`src/rtl/uvss_pkg.sv`:
```
// Shared types and command codes for the unique value set store.
package uvss_pkg;

  typedef enum logic [1:0] {
    CMD_ADD    = 2'd0,
    CMD_REMOVE = 2'd1,
    CMD_LOOKUP = 2'd2,
    CMD_CLEAR  = 2'd3
  } cmd_t;

  localparam int unsigned VALUE_BITS = 32;
  localparam int unsigned COUNT_BITS = 5;

  typedef struct packed {
    cmd_t                         cmd;
    logic signed [VALUE_BITS-1:0] value;
  } in_item_t;

  typedef struct packed {
    logic                  was_present;
    logic                  inserted;
    logic                  full_drop;
    logic [COUNT_BITS-1:0] count;
  } out_item_t;

  // Per-cell write control from the top level.
  typedef struct packed {
    logic load;   // take the new key
    logic shift;  // take the upper neighbor's entry
  } cell_ctrl_t;

endpackage

```
`src/rtl/uvss_cell.sv`:
```
// One storage cell of the set: holds an entry, compares it, extends the hit chain.
module uvss_cell #(
  parameter int unsigned VALUE_WIDTH = 32
) (
  input  logic                   clk,
  input  logic                   valid,
  input  logic [VALUE_WIDTH-1:0] key,
  input  logic [VALUE_WIDTH-1:0] nb_value,
  input  uvss_pkg::cell_ctrl_t   ctrl,
  input  logic                   hit_in,
  output logic                   hit_out,
  output logic [VALUE_WIDTH-1:0] value
);

  logic [VALUE_WIDTH-1:0] value_r;
  logic                   match;

  assign match   = valid && (value_r == key);
  // Hit at this cell or any lower one: marks the cells that shift on remove.
  assign hit_out = hit_in | match;
  assign value   = value_r;

  always_ff @(posedge clk) begin
    if (ctrl.load) begin
      value_r <= key;
    end else if (ctrl.shift) begin
      value_r <= nb_value;
    end
  end

endmodule

```
`src/rtl/unique_value_set_store_core.sv`:
```
// Unique value set store: a row of cells holding distinct values in insertion order.
// The result strobe is registered and comes in the cycle after the item is taken.
// Throughput: one item per cycle; busy stays low, so start may be held high.
// Cycle time is set by the key compare in every cell and the hit chain rippling
// through the row, which decide the one-place shift of a remove.
// Reset (synchronous, rst_n low) empties the set and clears the result strobe.
module unique_value_set_store_core #(
  parameter int unsigned CAPACITY    = 16,
  parameter int unsigned VALUE_WIDTH = 32
) (
  input  logic                clk,
  input  logic                rst_n,
  input  logic                start,
  output logic                busy,
  input  uvss_pkg::in_item_t  in_data,
  output logic                out_valid,
  output uvss_pkg::out_item_t out_data
);

  localparam int unsigned CW = $clog2(CAPACITY + 1);

  logic [CW-1:0]          count_r;
  logic [CW-1:0]          count_nxt;
  logic                   out_valid_r;
  uvss_pkg::out_item_t    out_data_r;
  uvss_pkg::out_item_t    out_data_nxt;

  logic                   accept;
  logic [VALUE_WIDTH-1:0] key;
  logic [CAPACITY:0]      hit;
  logic [VALUE_WIDTH-1:0] cell_val [CAPACITY];
  uvss_pkg::cell_ctrl_t   ctrl     [CAPACITY];
  logic                   present;
  logic                   full;
  logic                   do_insert;
  logic                   do_drop;
  logic                   is_add;
  logic                   is_remove;
  logic [CW+4:0]          count_ext;

  assign busy    = 1'b0;
  assign accept  = start && !busy;
  assign key     = VALUE_WIDTH'($unsigned(in_data.value));
  assign hit[0]  = 1'b0;
  assign present = hit[CAPACITY];
  assign full    = (count_r == CW'(CAPACITY));

  assign is_add    = (in_data.cmd == uvss_pkg::CMD_ADD);
  assign is_remove = (in_data.cmd == uvss_pkg::CMD_REMOVE);
  assign do_insert = accept && is_add && !present && !full;
  assign do_drop   = accept && is_add && !present && full;

  for (genvar i = 0; i < CAPACITY; i++) begin : g_cell
    logic [VALUE_WIDTH-1:0] nb;

    if (i == CAPACITY - 1) begin : g_last
      // Top cell falls out of the valid range on a remove; keep its entry.
      assign nb = cell_val[i];
    end else begin : g_mid
      assign nb = cell_val[i+1];
    end

    assign ctrl[i].load  = do_insert && (count_r == CW'(i));
    assign ctrl[i].shift = accept && is_remove && hit[i+1];

    uvss_cell #(
      .VALUE_WIDTH(VALUE_WIDTH)
    ) u_cell (
      .clk     (clk),
      .valid   (CW'(i) < count_r),
      .key     (key),
      .nb_value(nb),
      .ctrl    (ctrl[i]),
      .hit_in  (hit[i]),
      .hit_out (hit[i+1]),
      .value   (cell_val[i])
    );
  end

  always_comb begin
    count_nxt = count_r;
    case (in_data.cmd)
      uvss_pkg::CMD_ADD: begin
        if (do_insert) count_nxt = count_r + CW'(1);
      end
      uvss_pkg::CMD_REMOVE: begin
        if (present) count_nxt = count_r - CW'(1);
      end
      uvss_pkg::CMD_LOOKUP: begin
        count_nxt = count_r;
      end
      uvss_pkg::CMD_CLEAR: begin
        count_nxt = '0;
      end
      default: begin
        count_nxt = count_r;
      end
    endcase
  end

  assign count_ext = (CW+5)'(count_nxt);

  always_comb begin
    out_data_nxt.was_present = present;
    out_data_nxt.inserted    = do_insert;
    out_data_nxt.full_drop   = do_drop;
    out_data_nxt.count       = count_ext[4:0];
  end

  always_ff @(posedge clk) begin
    if (!rst_n) begin
      count_r     <= '0;
      out_valid_r <= 1'b0;
    end else begin
      out_valid_r <= accept;
      if (accept) begin
        count_r <= count_nxt;
      end
    end
  end

  // Result payload: no reset, qualified by the strobe.
  always_ff @(posedge clk) begin
    if (accept) begin
      out_data_r <= out_data_nxt;
    end
  end

  assign out_valid = out_valid_r;
  assign out_data  = out_data_r;

  a_count_bound: assert property (@(posedge clk) disable iff (!rst_n)
    count_r <= CW'(CAPACITY))
    else $error("entry count above capacity");

  a_add_flags: assert property (@(posedge clk) disable iff (!rst_n)
    out_valid |-> !(out_data.inserted && (out_data.was_present || out_data.full_drop)))
    else $error("insert flagged together with presence or drop");

  a_one_result: assert property (@(posedge clk) disable iff (!rst_n)
    (start && !busy) |=> out_valid)
    else $error("accepted item produced no result");

  a_no_spurious: assert property (@(posedge clk) disable iff (!rst_n)
    !(start && !busy) |=> !out_valid)
    else $error("result without an accepted item");

  a_count_step: assert property (@(posedge clk) disable iff (!rst_n)
    (start && !busy && in_data.cmd == uvss_pkg::CMD_LOOKUP) |=> $stable(count_r))
    else $error("lookup changed the entry count");

endmodule

```
`config.mk`:
```
export PLATFORM = sky130hd
export DESIGN_NAME = unique_value_set_store_core
export DESIGN_NICKNAME = d
export VERILOG_FILES = /design/src/rtl/uvss_pkg.sv /design/src/rtl/uvss_cell.sv /design/src/rtl/unique_value_set_store_core.sv
export SDC_FILE = /design/constraint.sdc
export NUM_CORES = 1
export LEC_CHECK = 0
export ABC_AREA = 1
export BUFFER_PORTS_ARGS = -buffer_cell sky130_fd_sc_hd__clkbuf_2
export CAP_MARGIN = 0
export CORE_MARGIN = 1.5
export CORE_UTILIZATION = 49
export CTS_BUF_LIST = sky130_fd_sc_hd__clkbuf_2 sky130_fd_sc_hd__clkbuf_4 sky130_fd_sc_hd__clkbuf_8
export CTS_CLUSTER_DIAMETER = 30
export DETAILED_ROUTE_END_ITERATION = 16
export GPL_TIMING_DRIVEN = 1
export HOLD_SLACK_MARGIN = 0.05
export SETUP_SLACK_MARGIN = 0.02
export SLEW_MARGIN = 15
export SYNTH_ARGS = -nofsm -noshare
export SYNTH_HDL_FRONTEND = slang
export SYNTH_HIERARCHICAL = 1
export SYNTH_SLANG_ARGS = --single-unit
```
`constraint.sdc`:
```
create_clock -name clk -period 8 [get_ports clk]
set_clock_uncertainty 0.05 [all_clocks]
set_input_delay 0 -clock clk [delete_from_list [all_inputs] [get_ports clk]]
set_output_delay 0 -clock clk [all_outputs]
set_load 0.01 [all_outputs]
```
==> results of run 1 <==
-- kinds of logic after synthesis --
group,after synthesis
AND/OR/NAND/NOR,2349
buffers and inverters,790
flip-flops,526
AO/OA/AOI/OAI,321
XOR/XNOR,193
adder cells (fa/ha/maj),5
other,1
-- flip-flops by register name, indices dropped and copies added, names as in the netlist --
| register | cells |
|---|---|
| out_valid | 1 |
| out_data | 8 |
| g_cell.u_cell/value | 512 |
| count_r | 5 |
-- metrics by stage --
stage | power [mW] | cell area, µm² | std cells | setup WS [ns]
finish | 7.180 | 35820 | 5282 | 1.839
global route | 7.474 | 35820 | 5282 | 1.123
CTS | 7.273 | 35820 | 5281 | 1.781
detailed placement | 3.663 | 32570 | 4996 | 1.839
global placement | 3.657 | 32570 | 4996 | 1.888
floorplan | 3.457 | 31710 | 4186 | 3.569
-- final cells by class --
class | instances | area (µm²)
timing repair buffer | 107 | 773.2
clock inverter | 77 | 678.2
tap | 855 | 1070
multi-input combinational | 2870 | 12810
clock buffer | 175 | 2240
inverter | 671 | 2519
sequential | 526 | 15740
fill | 6168 | 28410
antenna | 1 | 2.502
-- critical path: cells and delay by family (launching register included) --
kind / cells / cell delay (ns)
buf+inv: 19 / 1.47
compound gates: 1 / 0.23
simple gates: 28 / 3.53
flops: 1 / 0.44
-- repair_timing --
action | 4_1_cts | 5_1_grt
setup buffers | 0 | 0
hold buffers | 33 | 0
endpoints found under the hold margin | 259 | 0
-- power breakdown --
| group | internal (mW) | leakage [nW] | switching [mW] |
|---|---|---|---|
| Combinational | 0.164 | 10.9 | 0.353 |
| Sequential | 3.07 | 4.78 | 0.0357 |
| Clock | 2.21 | 1.53 | 1.34 |
-- cells in the mapped netlist (all sizes together), types with 5 or more instances --
cell / n / area [µm²]
nor3: 7 / 35.03
nand3: 52 / 340.3
or2: 16 / 100.1
buf: 102 / 638.1
edfxtp: 520 / 15610
o21ai: 297 / 1486
nand4: 82 / 513.0
inv: 671 / 2519
xor2: 33 / 289.0
a21oi: 8 / 40.04
nor2: 294 / 1206
nand2: 1896 / 7164
clkbuf: 17 / 63.81
dfxtp: 6 / 120.1
ha: 5 / 62.56
o22ai: 16 / 100.1
xnor2: 160 / 1401
-- worst paths after layout --
check | start | endpoint | slack [ns] | depth (start not counted)
max reg2reg | count_r[2] | g_cell[12].u_cell/value[11] | 1.84 | 48
max | count_r[2] | g_cell[12].u_cell/value[11] | 1.84 | 48
min | in_data[25] | g_cell[0].u_cell/value[25] | 0.11 | 3
min reg2reg | g_cell[10].u_cell/value[1] | g_cell[9].u_cell/value[1] | 0.48 | 2
-- metal layers --
| layer | wire length (µm) | up-vias | GRT usage |
|---|---|---|---|
| li1 | - | 13270 | - |
| met1 | 32650 | 11420 | 0.2764 |
| met2 | 39870 | 479 | 0.4391 |
| met3 | 3358 | 142 | 0.04245 |
| met4 | 2027 | 0 | 0.08674 |
| met5 | 0 | - | 0 |
==> run metrics, run 1 <==
outcome completed; Critical Path Sink Type register; 1st-iter DRT viols about 1,400; multiplexer share of the synthesized area 0; global-route congestion overflow total 0; share of cells above drive strength 1 0.09444; number of ports placed on the die boundary 47; vias in the first global route 24,670; number of nets still failing antenna checks after routing 0; hpwl dp 56.11 mm; overall routed net length 77.90 mm; die height around 260 µm; top library cells by usage in the layout, fill and taps aside sky130_fd_sc_hd__nand2_1 (1,877), sky130_fd_sc_hd__inv_1 (649), sky130_fd_sc_hd__edfxtp_1 (520); fraction of synthesis flops using an asynchronous set or reset pin 0; largest stage delay on the critical path around 0.78 ns; top_reg_cell synth sky130_fd_sc_hd__edfxtp_1; worst rel slew slack 0.3103; clock latency on the worst-skew pair 0.77 ns; unrepaired setup endpoints after global routing false; Initial Utilization 0.4937; TritonCTS buffer count 139; post-synthesis instance area 31,710 µm²; overall via count from detail_route 25,310; Worst Tran Pin Value 1.035 ns; TritonCTS clock tree built; arithmetic-cell share of the synthesized area counting full adders, half adders and majority gates 0.001973; final critical path time including I/O delays and setup 6.161 ns; leakage power of the design 17.20 nW; Die Outline Area approximately 66,000 µm²; synthesized-area fraction occupied by ao, oa, aoi and oai cells 0.05129; max-capacitance violation count 0; data arrival time of the critical path roughly 6.5 ns; Fin Setup TNS 0 ns; mean instance size in the synthesized netlist 7.577 µm²; final routed wire length divided by cell count 14.75 µm; wire length of the first global-routing pass 125.7 mm; type of the worst min-delay path in2reg; Simple-Gate Fraction of Synth Area 0.2955; largest net degree at the start of global routing 50; final cell utilization of the core 0.5577; critical path launch point type register; Peak VDD IR 147.5 µV; final clock period utilization by the worst path 0.7701; level count of the clock H-tree 4; Resized Gates After CTS 0; Die X-Extent 257.4 µm; setup violation total in the final timing report 0; Clk Tree Root Cell sky130_fd_sc_hd__clkbuf_8; maximum fanout count along the critical path 32; count of state elements after synthesis between 500 and 600; clock transition at the register clock pins on the worst setup and hold paths after CTS 0.05 ns; ratio of total power to cell area between 200 and 250 nW/µm²; critical path class reg2reg; Peak Freq between 150 and 200 MHz; combinational family with the most area after synthesis simple AND/OR/NAND/NOR gates; Syn Inst Count 4,185; fraction of synthesized cell area in xor and xnor cells 0.05331; Clock Tree Buf Depth 3; drt via density roughly 4.8; number of optimization iterations in the first detailed-route pass 6; cell mode on critical path sky130_fd_sc_hd__nand2_1; placeable core region 64,230 µm²; final max-slew violation count 0; count of standard-cell rows 93; Sink Count 526; net count of the finished layout roughly 4,400; most common cell after layout, fill and taps aside sky130_fd_sc_hd__nand2_1; antenna violations before repair 4; number of enable flip-flop cells after synthesis between 500 and 600; number of warnings issued by yosys 6; number of buffers inserted by port buffering between 40 and 50; total global routing track utilization 0.2389; worst endpoint required time 8.31 ns; sequential share of the synthesized area 0.4962; slowest stage cell, crit path sky130_fd_sc_hd__or2_2; Area Overhead vs Synth 12.97%; Netlist cell types 25; Final Hold Vio Count 0; routability congestion estimate from global placement 0.8208; number of remaining DRC errors 0; Hold Worst Slack 0.1059 ns
Note: power is estimated with default switching activity, not from simulation.
==> inputs of run 2 (changes only) <==
Settings changed: PLACE_DENSITY set to 0.67.
Clock period 8 ns to 5.44 ns, I/O delays scaled along.
==> run 2 against run 1 <==
Against the previous run: combinational power up 58%; via count is 0.23% higher; final cell count rose by 1.4%; highest routed layer unchanged; global-route usage decreased by 1.9 points; critical path type unchanged; first-iteration DRC count grew 6.5%; largest cell class unchanged; clock power grew 46%; utilization is 1.5 points higher; non-clock buffer count up 77; routed wire length fell by 6.7%.
==> run metrics, run 2 (synthesis gave the netlist of run 1 again) <==
vias in the first global route 24,480 (-0.79%); Die Outline Area 66,250 µm² (unchanged); number of remaining DRC errors 0 (unchanged); worst hold path startpoint in_data[0]; number of ports placed on the die boundary 47 (unchanged); critical register-to-register path endpoint count_r[3]; TritonCTS buffer count 135 (-2.9%); hold worst-path end g_cell[0].u_cell/value[0]; final max-slew violation count 0 (unchanged); part of the power in the clock network 0.491 (-0.004); net count of the finished layout 4,430 (+1.7%); routability congestion estimate from global placement 0.8435 (+2.8%); Clock Tree Buf Depth 3 (unchanged); number of optimization iterations in the first detailed-route pass 5 (-1); TritonCTS clock tree built; largest stage delay on the critical path 0.57 ns (-0.21 ns); ratio of total power to cell area 287.2 nW/µm² (+43%); fraction of power consumed by combinational cells 0.077 (+0.005); worst endpoint required time 6.04 ns (-2.27 ns); fill cell count 5,870 (-4.8%); Die X-Extent 257.4 µm (unchanged); overall routed net length 72.68 mm (-6.7%); drt via density 4.738 (-1.1%); final critical path time including I/O delays and setup 4.870 ns (-1.290 ns); final routed wire length divided by cell count 13.58 µm (-8.0%); Critical R2R Launch count_r[0]; Clk Tree Root Cell sky130_fd_sc_hd__clkbuf_8; clock transition at the register clock pins on the worst setup and hold paths after CTS 0.05 ns (about the same); level count of the clock H-tree 4 (unchanged); worst rel slew slack 0.4270 (+0.1168); Area Overhead vs Synth 15.92%; setup violation total in the final timing report 0 (unchanged); placeable core region 64,230 µm² (unchanged); Initial Utilization 0.4937 (unchanged); Fin Setup TNS 0 ns (unchanged); Sink Count 526 (unchanged); switching power as a share of total power 0.2398 (-0.0007895); clock latency on the worst-skew pair 0.77 ns (about the same); Internal Power 8.027 mW (+47%); maximum fanout count along the critical path 6 (-81%); data arrival time of the critical path 5.47 ns (-1.00 ns); critical path launch point type register; cell mode on critical path sky130_fd_sc_hd__nand2_1; leakage power of the design 17.62 nW (+2.5%); critical path class reg2reg; 1st-iter DRT viols 1,460 (+6.5%); Final Hold Vio Count 0 (unchanged); hpwl dp 54.34 mm (-3.1%); number of flip-flops under the largest register name 512 (unchanged); outcome completed; die height 257.4 µm (unchanged); NetSw 2.532 mW (+47%); number of buffers inserted by port buffering 45 (unchanged); Worst Tran Pin Value 0.8570 ns (-0.1776 ns); overall via count from detail_route 25,370 (+0.23%); share of cells above drive strength 1 0.1103 (+0.01588); length in cells of the worst reg-to-reg path 54 (+13%); type of the worst min-delay path in2reg; Critical Path Sink Type register; global-route congestion overflow total 0 (unchanged); Peak VDD IR 304.3 µV (+110%); top library cells by usage in the layout, fill and taps aside sky130_fd_sc_hd__nand2_1 (1,874), sky130_fd_sc_hd__inv_1 (648), sky130_fd_sc_hd__edfxtp_1 (520); minimum setup slack among reg-to-reg paths 0.57 ns (-1.27 ns); number of nets still failing antenna checks after routing 0 (unchanged); fraction of power consumed by sequential logic 0.432 (about the same); final clock period utilization by the worst path 0.8952 (+0.1252); count of placed standard cells including taps 5,062 (+1.3%); slowest stage cell, crit path sky130_fd_sc_hd__dlygate4sd3_1; non-filler instance count after layout 5,354 (+1.4%); antenna violations before repair 3 (-1); max-capacitance violation count 0 (unchanged); depth of the worst hold-timing path 4 (+1); wire length of the first global-routing pass 117.1 mm (-6.9%); most common cell after layout, fill and taps aside sky130_fd_sc_hd__nand2_1; largest net degree at the start of global routing 50 (unchanged); unrepaired setup endpoints after global routing false; count of standard-cell rows 93 (unchanged); total global routing track utilization 0.2201 (-0.01872); Peak Freq 205.3 MHz (+26%)
run 2: stage by stage:
| stage | area, µm² | total power, mW | util | worst slack, ns | hold slack, ns |
|---|---|---|---|---|---|
| floorplan | 31710 | 5.084 | - | 1.009 | 0.04763 |
| global placement | 33250 | 5.401 | 0.5177 | 0.3270 | 0.1531 |
| detailed placement | 33250 | 5.414 | 0.5177 | 0.3863 | 0.1591 |
| CTS | 36540 | 10.66 | 0.5688 | 0.3073 | 0.05198 |
| global route | 36760 | 10.97 | 0.5723 | 0.04119 | 0.1448 |
| finish | 36760 | 10.56 | 0.5723 | 0.5699 | 0.1459 |
run 2: cell type report:
| cell class | count | area (µm²) | share of cell area |
|---|---|---|---|
| diodes | 3 | 7.507 | 0.0002042 |
| well taps | 855 | 1070 | 0.02910 |
| clock buffers | 173 | 2181 | 0.05933 |
| multi-input cells | 2870 | 12920 | 0.3515 |
| clock inverters | 72 | 695.7 | 0.01893 |
| flip-flops and latches | 526 | 15740 | 0.4281 |
| repair buffers | 184 | 1608 | 0.04374 |
| inverters | 671 | 2539 | 0.06906 |
run 2: how the worst max path moves through the flow:
stage / start / end / slack [ns] / cells past startpoint
4_1_cts: count_r[1] / count_r[4] / 0.31 / 51
2_1_floorplan: count_r[3] / g_cell[4].u_cell/value[0] / 1.01 / 50
3_5_place_dp: count_r[1] / g_cell[1].u_cell/value[23] / 0.39 / 49
6_report: count_r[0] / count_r[3] / 0.57 / 54
5_1_grt: count_r[0] / count_r[4] / 0.04 / 51
3_3_place_gp: count_r[0] / g_cell[3].u_cell/value[6] / 0.33 / 46
run 2: routing by layer:
layer	GRT usage	wire length, µm	up-vias
met5	0	0	-
li1	-	-	13410
met4	0.1114	2517	0
met2	0.4003	36980	493
met1	0.2422	29600	11300
met3	0.04492	3582	167
run 2: power groups by stage:
| stage | Combinational, mW | Sequential, mW | Clock [mW] |
|---|---|---|---|
| after floorplan | 0.453 | 4.63 | 0 |
| after global placement | 0.764 | 4.64 | 0 |
| after detailed placement | 0.774 | 4.64 | 0 |
| after CTS | 0.805 | 4.56 | 5.30 |
| after global routing | 0.918 | 4.57 | 5.48 |
| final | 0.816 | 4.56 | 5.18 |
run 2: worst max-delay path, delay by kind of cell (launching register included):
family        cells  cell delay [ns]
flops             1             0.33
simple gates     32             2.30
buf+inv          22             2.07
run 2: timing repair:
item,in CTS,in global routing
gates resized for setup,0,65
endpoints found under the setup margin,0,845
hold buffers,41,0
hold endpoints to repair,489,0
buffers inserted,0,3
==> inputs of run 3 (changes only) <==
Settings changed: ABC_AREA 1 to not set, GPL_ROUTABILITY_DRIVEN set to 1, TNS_END_PERCENT set to 5.
==> run 3 against run 2 <==
Against the previous run: non-clock buffer count up 117; highest routed layer unchanged; sequential share of layout area up 1.6 points; the flow now finishes with violations (negative setup slack); worst hold slack worse by 0.0020 ns; global-route usage up 0.076 points.
==> run metrics, run 3 <==
sequential share of the synthesized area 0.5503 (+0.05411); final design instance area without fill 35,410 µm² (-3.7%); number of ports placed on the die boundary 47 (unchanged); placeable core region 57,700 µm² (-10%); cell taking the most area after synthesis sky130_fd_sc_hd__edfxtp_1; Post-Place Cell Area 31,620 µm² (-4.9%); Syn Inst Count 1,982 (-53%); leakage power of the design 11.67 nW (-34%); Clk Tree Root Cell sky130_fd_sc_hd__clkbuf_8; slack of the critical path -0.8289 ns (-1.399 ns); type of the worst min-delay path in2reg; Internal Power 7.942 mW (-1.1%); wire length of the first global-routing pass 101.8 mm (-13%); data arrival time of the critical path 6.66 ns (+1.19 ns); Sink Count 526 (unchanged); setup violation total in the final timing report 1,033 (+1,033); hpwl dp 43.17 mm (-21%); critical path class reg2reg; drt via density 5.397 (+14%); number of flip-flops under the largest register name 512 (unchanged); Final Hold Vio Count 0 (unchanged); net count of the finished layout 2,367 (-47%); mean instance size in the synthesized netlist 14.43 µm² (+90%); number of buffers inserted by port buffering 45 (unchanged); maximum fanout count along the critical path 16 (+10); Peak VDD IR 233.6 µV (-23%); critical path launch point type register; TritonCTS clock tree built; switching power as a share of total power 0.2275 (-0.01230); worst rel slew slack 0.4507 (+0.02364); cell types occupying the most area after synthesis sky130_fd_sc_hd__edfxtp_1 (55%), sky130_fd_sc_hd__mux2_2 (20%), sky130_fd_sc_hd__xnor2_1 (14%); die height 244.6 µm (-5.0%); top library cells by usage in the layout, fill and taps aside sky130_fd_sc_hd__edfxtp_1 (520), sky130_fd_sc_hd__mux2_2 (508), sky130_fd_sc_hd__xnor2_1 (449); level count of the clock H-tree 3 (-1); clock latency on the worst-skew pair 0.69 ns (-0.08 ns); number of enable flip-flop cells after synthesis 520 (unchanged); final max-slew violation count 0 (unchanged); largest net degree at the start of global routing 34 (-32%); number of warnings issued by yosys 6 (unchanged); routability congestion estimate from global placement 0.8347 (-1.0%); outcome complete, but fails checks; worst endpoint required time 5.83 ns (-0.21 ns); part of the power in the clock network 0.479 (-0.012); multiplexer share of the synthesized area 0.2028 (+0.2028); Critical Path Sink Type register; final clock period utilization by the worst path 1.152 (+0.2571); Die Outline Area 59,810 µm² (-9.7%); clock transition at the register clock pins on the worst setup and hold paths after CTS 0.06 ns (about the same); Area Overhead vs Synth 23.83%; arithmetic-cell share of the synthesized area counting full adders, half adders and majority gates 0.002188 (+0.0002151); count of state elements after synthesis 526 (unchanged); unrepaired setup endpoints after global routing true; Synth top cells by count sky130_fd_sc_hd__edfxtp_1 (520), sky130_fd_sc_hd__mux2_2 (515), sky130_fd_sc_hd__xnor2_1 (449); share of cells above drive strength 1 0.4224 (+0.3121); number of remaining DRC errors 0 (unchanged); Peak Freq 159.5 MHz (-22%); most frequent cell after synthesis sky130_fd_sc_hd__edfxtp_1; fraction of power consumed by combinational cells 0.078 (about the same); number of nets still failing antenna checks after routing 0 (unchanged); 1st-iter DRT viols 914 (-37%); Fin Setup TNS -704.00 ns (-704.00 ns); antenna violations before repair 7 (+4); Netlist cell types 47 (+88%); Initial Utilization 0.4956 (+0.001887); fraction of power consumed by sequential logic 0.443 (+0.011); Clock Tree Buf Depth 3 (unchanged); combinational family with the most area after synthesis multiplexers; Die X-Extent 244.6 µm (-5.0%); post-synthesis instance area 28,590 µm² (-9.8%); share of Yosys cell area claimed by the top area cell type 0.5461 (+0.05370); violations in the final reports negative setup slack; Worst Tran Pin Value 0.8164 ns (-0.04059 ns); global-route congestion overflow total 0 (unchanged); top_reg_cell synth sky130_fd_sc_hd__edfxtp_1; slowest stage cell, crit path sky130_fd_sc_hd__or4b_4; overall routed net length 65.19 mm (-10%); number of optimization iterations in the first detailed-route pass 5 (unchanged); fraction of synthesis flops using an asynchronous set or reset pin 0 (unchanged); final critical path time including I/O delays and setup 6.269 ns (+1.399 ns); largest stage delay on the critical path 0.52 ns (-0.05 ns); TritonCTS buffer count 119 (-12%); count of standard-cell rows 88 (-5.4%); final routed wire length divided by cell count 20.40 µm (+50%); max-capacitance violation count 0 (unchanged); most common cell after layout, fill and taps aside sky130_fd_sc_hd__edfxtp_1; final cell utilization of the core 0.6137 (+0.04137); cell mode on critical path sky130_fd_sc_hd__a31o_1; fraction of synthesized cell area in xor and xnor cells 0.1578 (+0.1044); synthesized-area fraction occupied by ao, oa, aoi and oai cells 0.01203 (-0.03926); ratio of total power to cell area 290.4 nW/µm² (+1.1%); vias in the first global route 18,130 (-26%); total global routing track utilization 0.2209 (+0.0007579); Simple-Gate Fraction of Synth Area 0.06030 (-0.2352); overall via count from detail_route 17,250 (-32%); NetSw 2.339 mW (-7.6%)
-- run 3: cell count changes after synthesis, moves of 22 or more --
cell	previous run	this run
sky130_fd_sc_hd__buf_4	51	1
sky130_fd_sc_hd__inv_1	649	7
sky130_fd_sc_hd__and2_1	0	26
sky130_fd_sc_hd__inv_2	22	0
sky130_fd_sc_hd__nand2_1	1877	20
sky130_fd_sc_hd__xor2_1	33	66
sky130_fd_sc_hd__xnor2_1	160	449
sky130_fd_sc_hd__nor2_2	35	0
sky130_fd_sc_hd__nor2_1	257	9
sky130_fd_sc_hd__nor4_1	2	33
sky130_fd_sc_hd__o21ai_0	297	9
sky130_fd_sc_hd__mux2_2	0	515
-- run 3: path summary, 6_finish.rpt --
kind / from / endpoint / slack (ns) / cells after the start
min: in_data[3] / g_cell[14].u_cell/value[3] / 0.14 / 3
max reg2reg: count_r[2] / g_cell[11].u_cell/value[21] / -0.83 / 25
min reg2reg: g_cell[14].u_cell/value[28] / g_cell[13].u_cell/value[28] / 0.54 / 1
max: count_r[2] / g_cell[11].u_cell/value[21] / -0.83 / 25
-- run 3: worst max-delay path, delay by kind of cell, from the launching register on --
kind,cells,cell delay [ns]
compound gates,16,3.28
buf+inv,2,0.30
flops,1,0.33
mux,1,0.34
simple gates,6,1.67
-- run 3: area by class of cell --
cell class                      instances  area, µm²
Fill cell                            4368      22290
Multi-Input combinational cell       1370      12630
Inverter                                7      26.28
Clock buffer                          135       1783
Timing Repair Buffer                  301       3354
Sequential cell                       526      15740
Clock inverter                         90      914.6
Tap cell                              765      957.2
Antenna cell                            1      2.502
-- run 3: kinds of logic (layout without fill, tap and decap cells) --
group / count (synthesis) / count (layout)
xor+xnor: 515 / 515
buf+inv: 87 / 533
fa+ha+maj: 5 / 5
flops: 526 / 526
mux: 515 / 515
compound gates: 46 / 46
other cells: 1 / 3
simple gates: 287 / 287
-- run 3: metrics by stage --
| stage | hold slack, ns | power [mW] | setup WS (ns) | cells |
|---|---|---|---|---|
| floorplan | 0.06250 | 4.996 | -0.5867 | 1983 |
| global placement | 0.3211 | 5.352 | -0.8586 | 2901 |
| detailed placement | 0.3217 | 5.373 | -1.006 | 2901 |
| CTS | 0.05517 | 10.38 | -0.7840 | 3189 |
| global route | 0.1147 | 10.65 | -1.077 | 3195 |
| finish | 0.1439 | 10.28 | -0.8289 | 3195 |
-- run 3: routing by layer --
| layer | up-vias | track usage | part of all wire |
|---|---|---|---|
| met3 | 130 | 0.04730 | 0.050 |
| met2 | 398 | 0.3739 | 0.49 |
| met4 | 0 | 0.07589 | 0.029 |
| met1 | 8540 | 0.2798 | 0.43 |
| met5 | - | 0 | 0 |
| li1 | 8177 | - | - |
-- run 3: power by group through the flow --
stage                     Sequential (mW)  Clock, mW  Combinational (mW)
after global placement               4.63          0               0.724
final                                4.55       4.92               0.807
after detailed placement             4.63          0               0.742
after global routing                 4.56       5.23               0.866
after CTS                            4.55       5.02               0.802
after floorplan                      4.62          0               0.372
-- run 3: what timing repair did --
action                                  4_1_cts  5_1_grt
endpoints found under the hold margin       177        0
pin swaps                                    22        4
cloned                                       12        1
gates resized for setup                      53        4
buffers inserted                             18        5
endpoints found under the setup margin     1034     1035
hold buffers                                 34        0
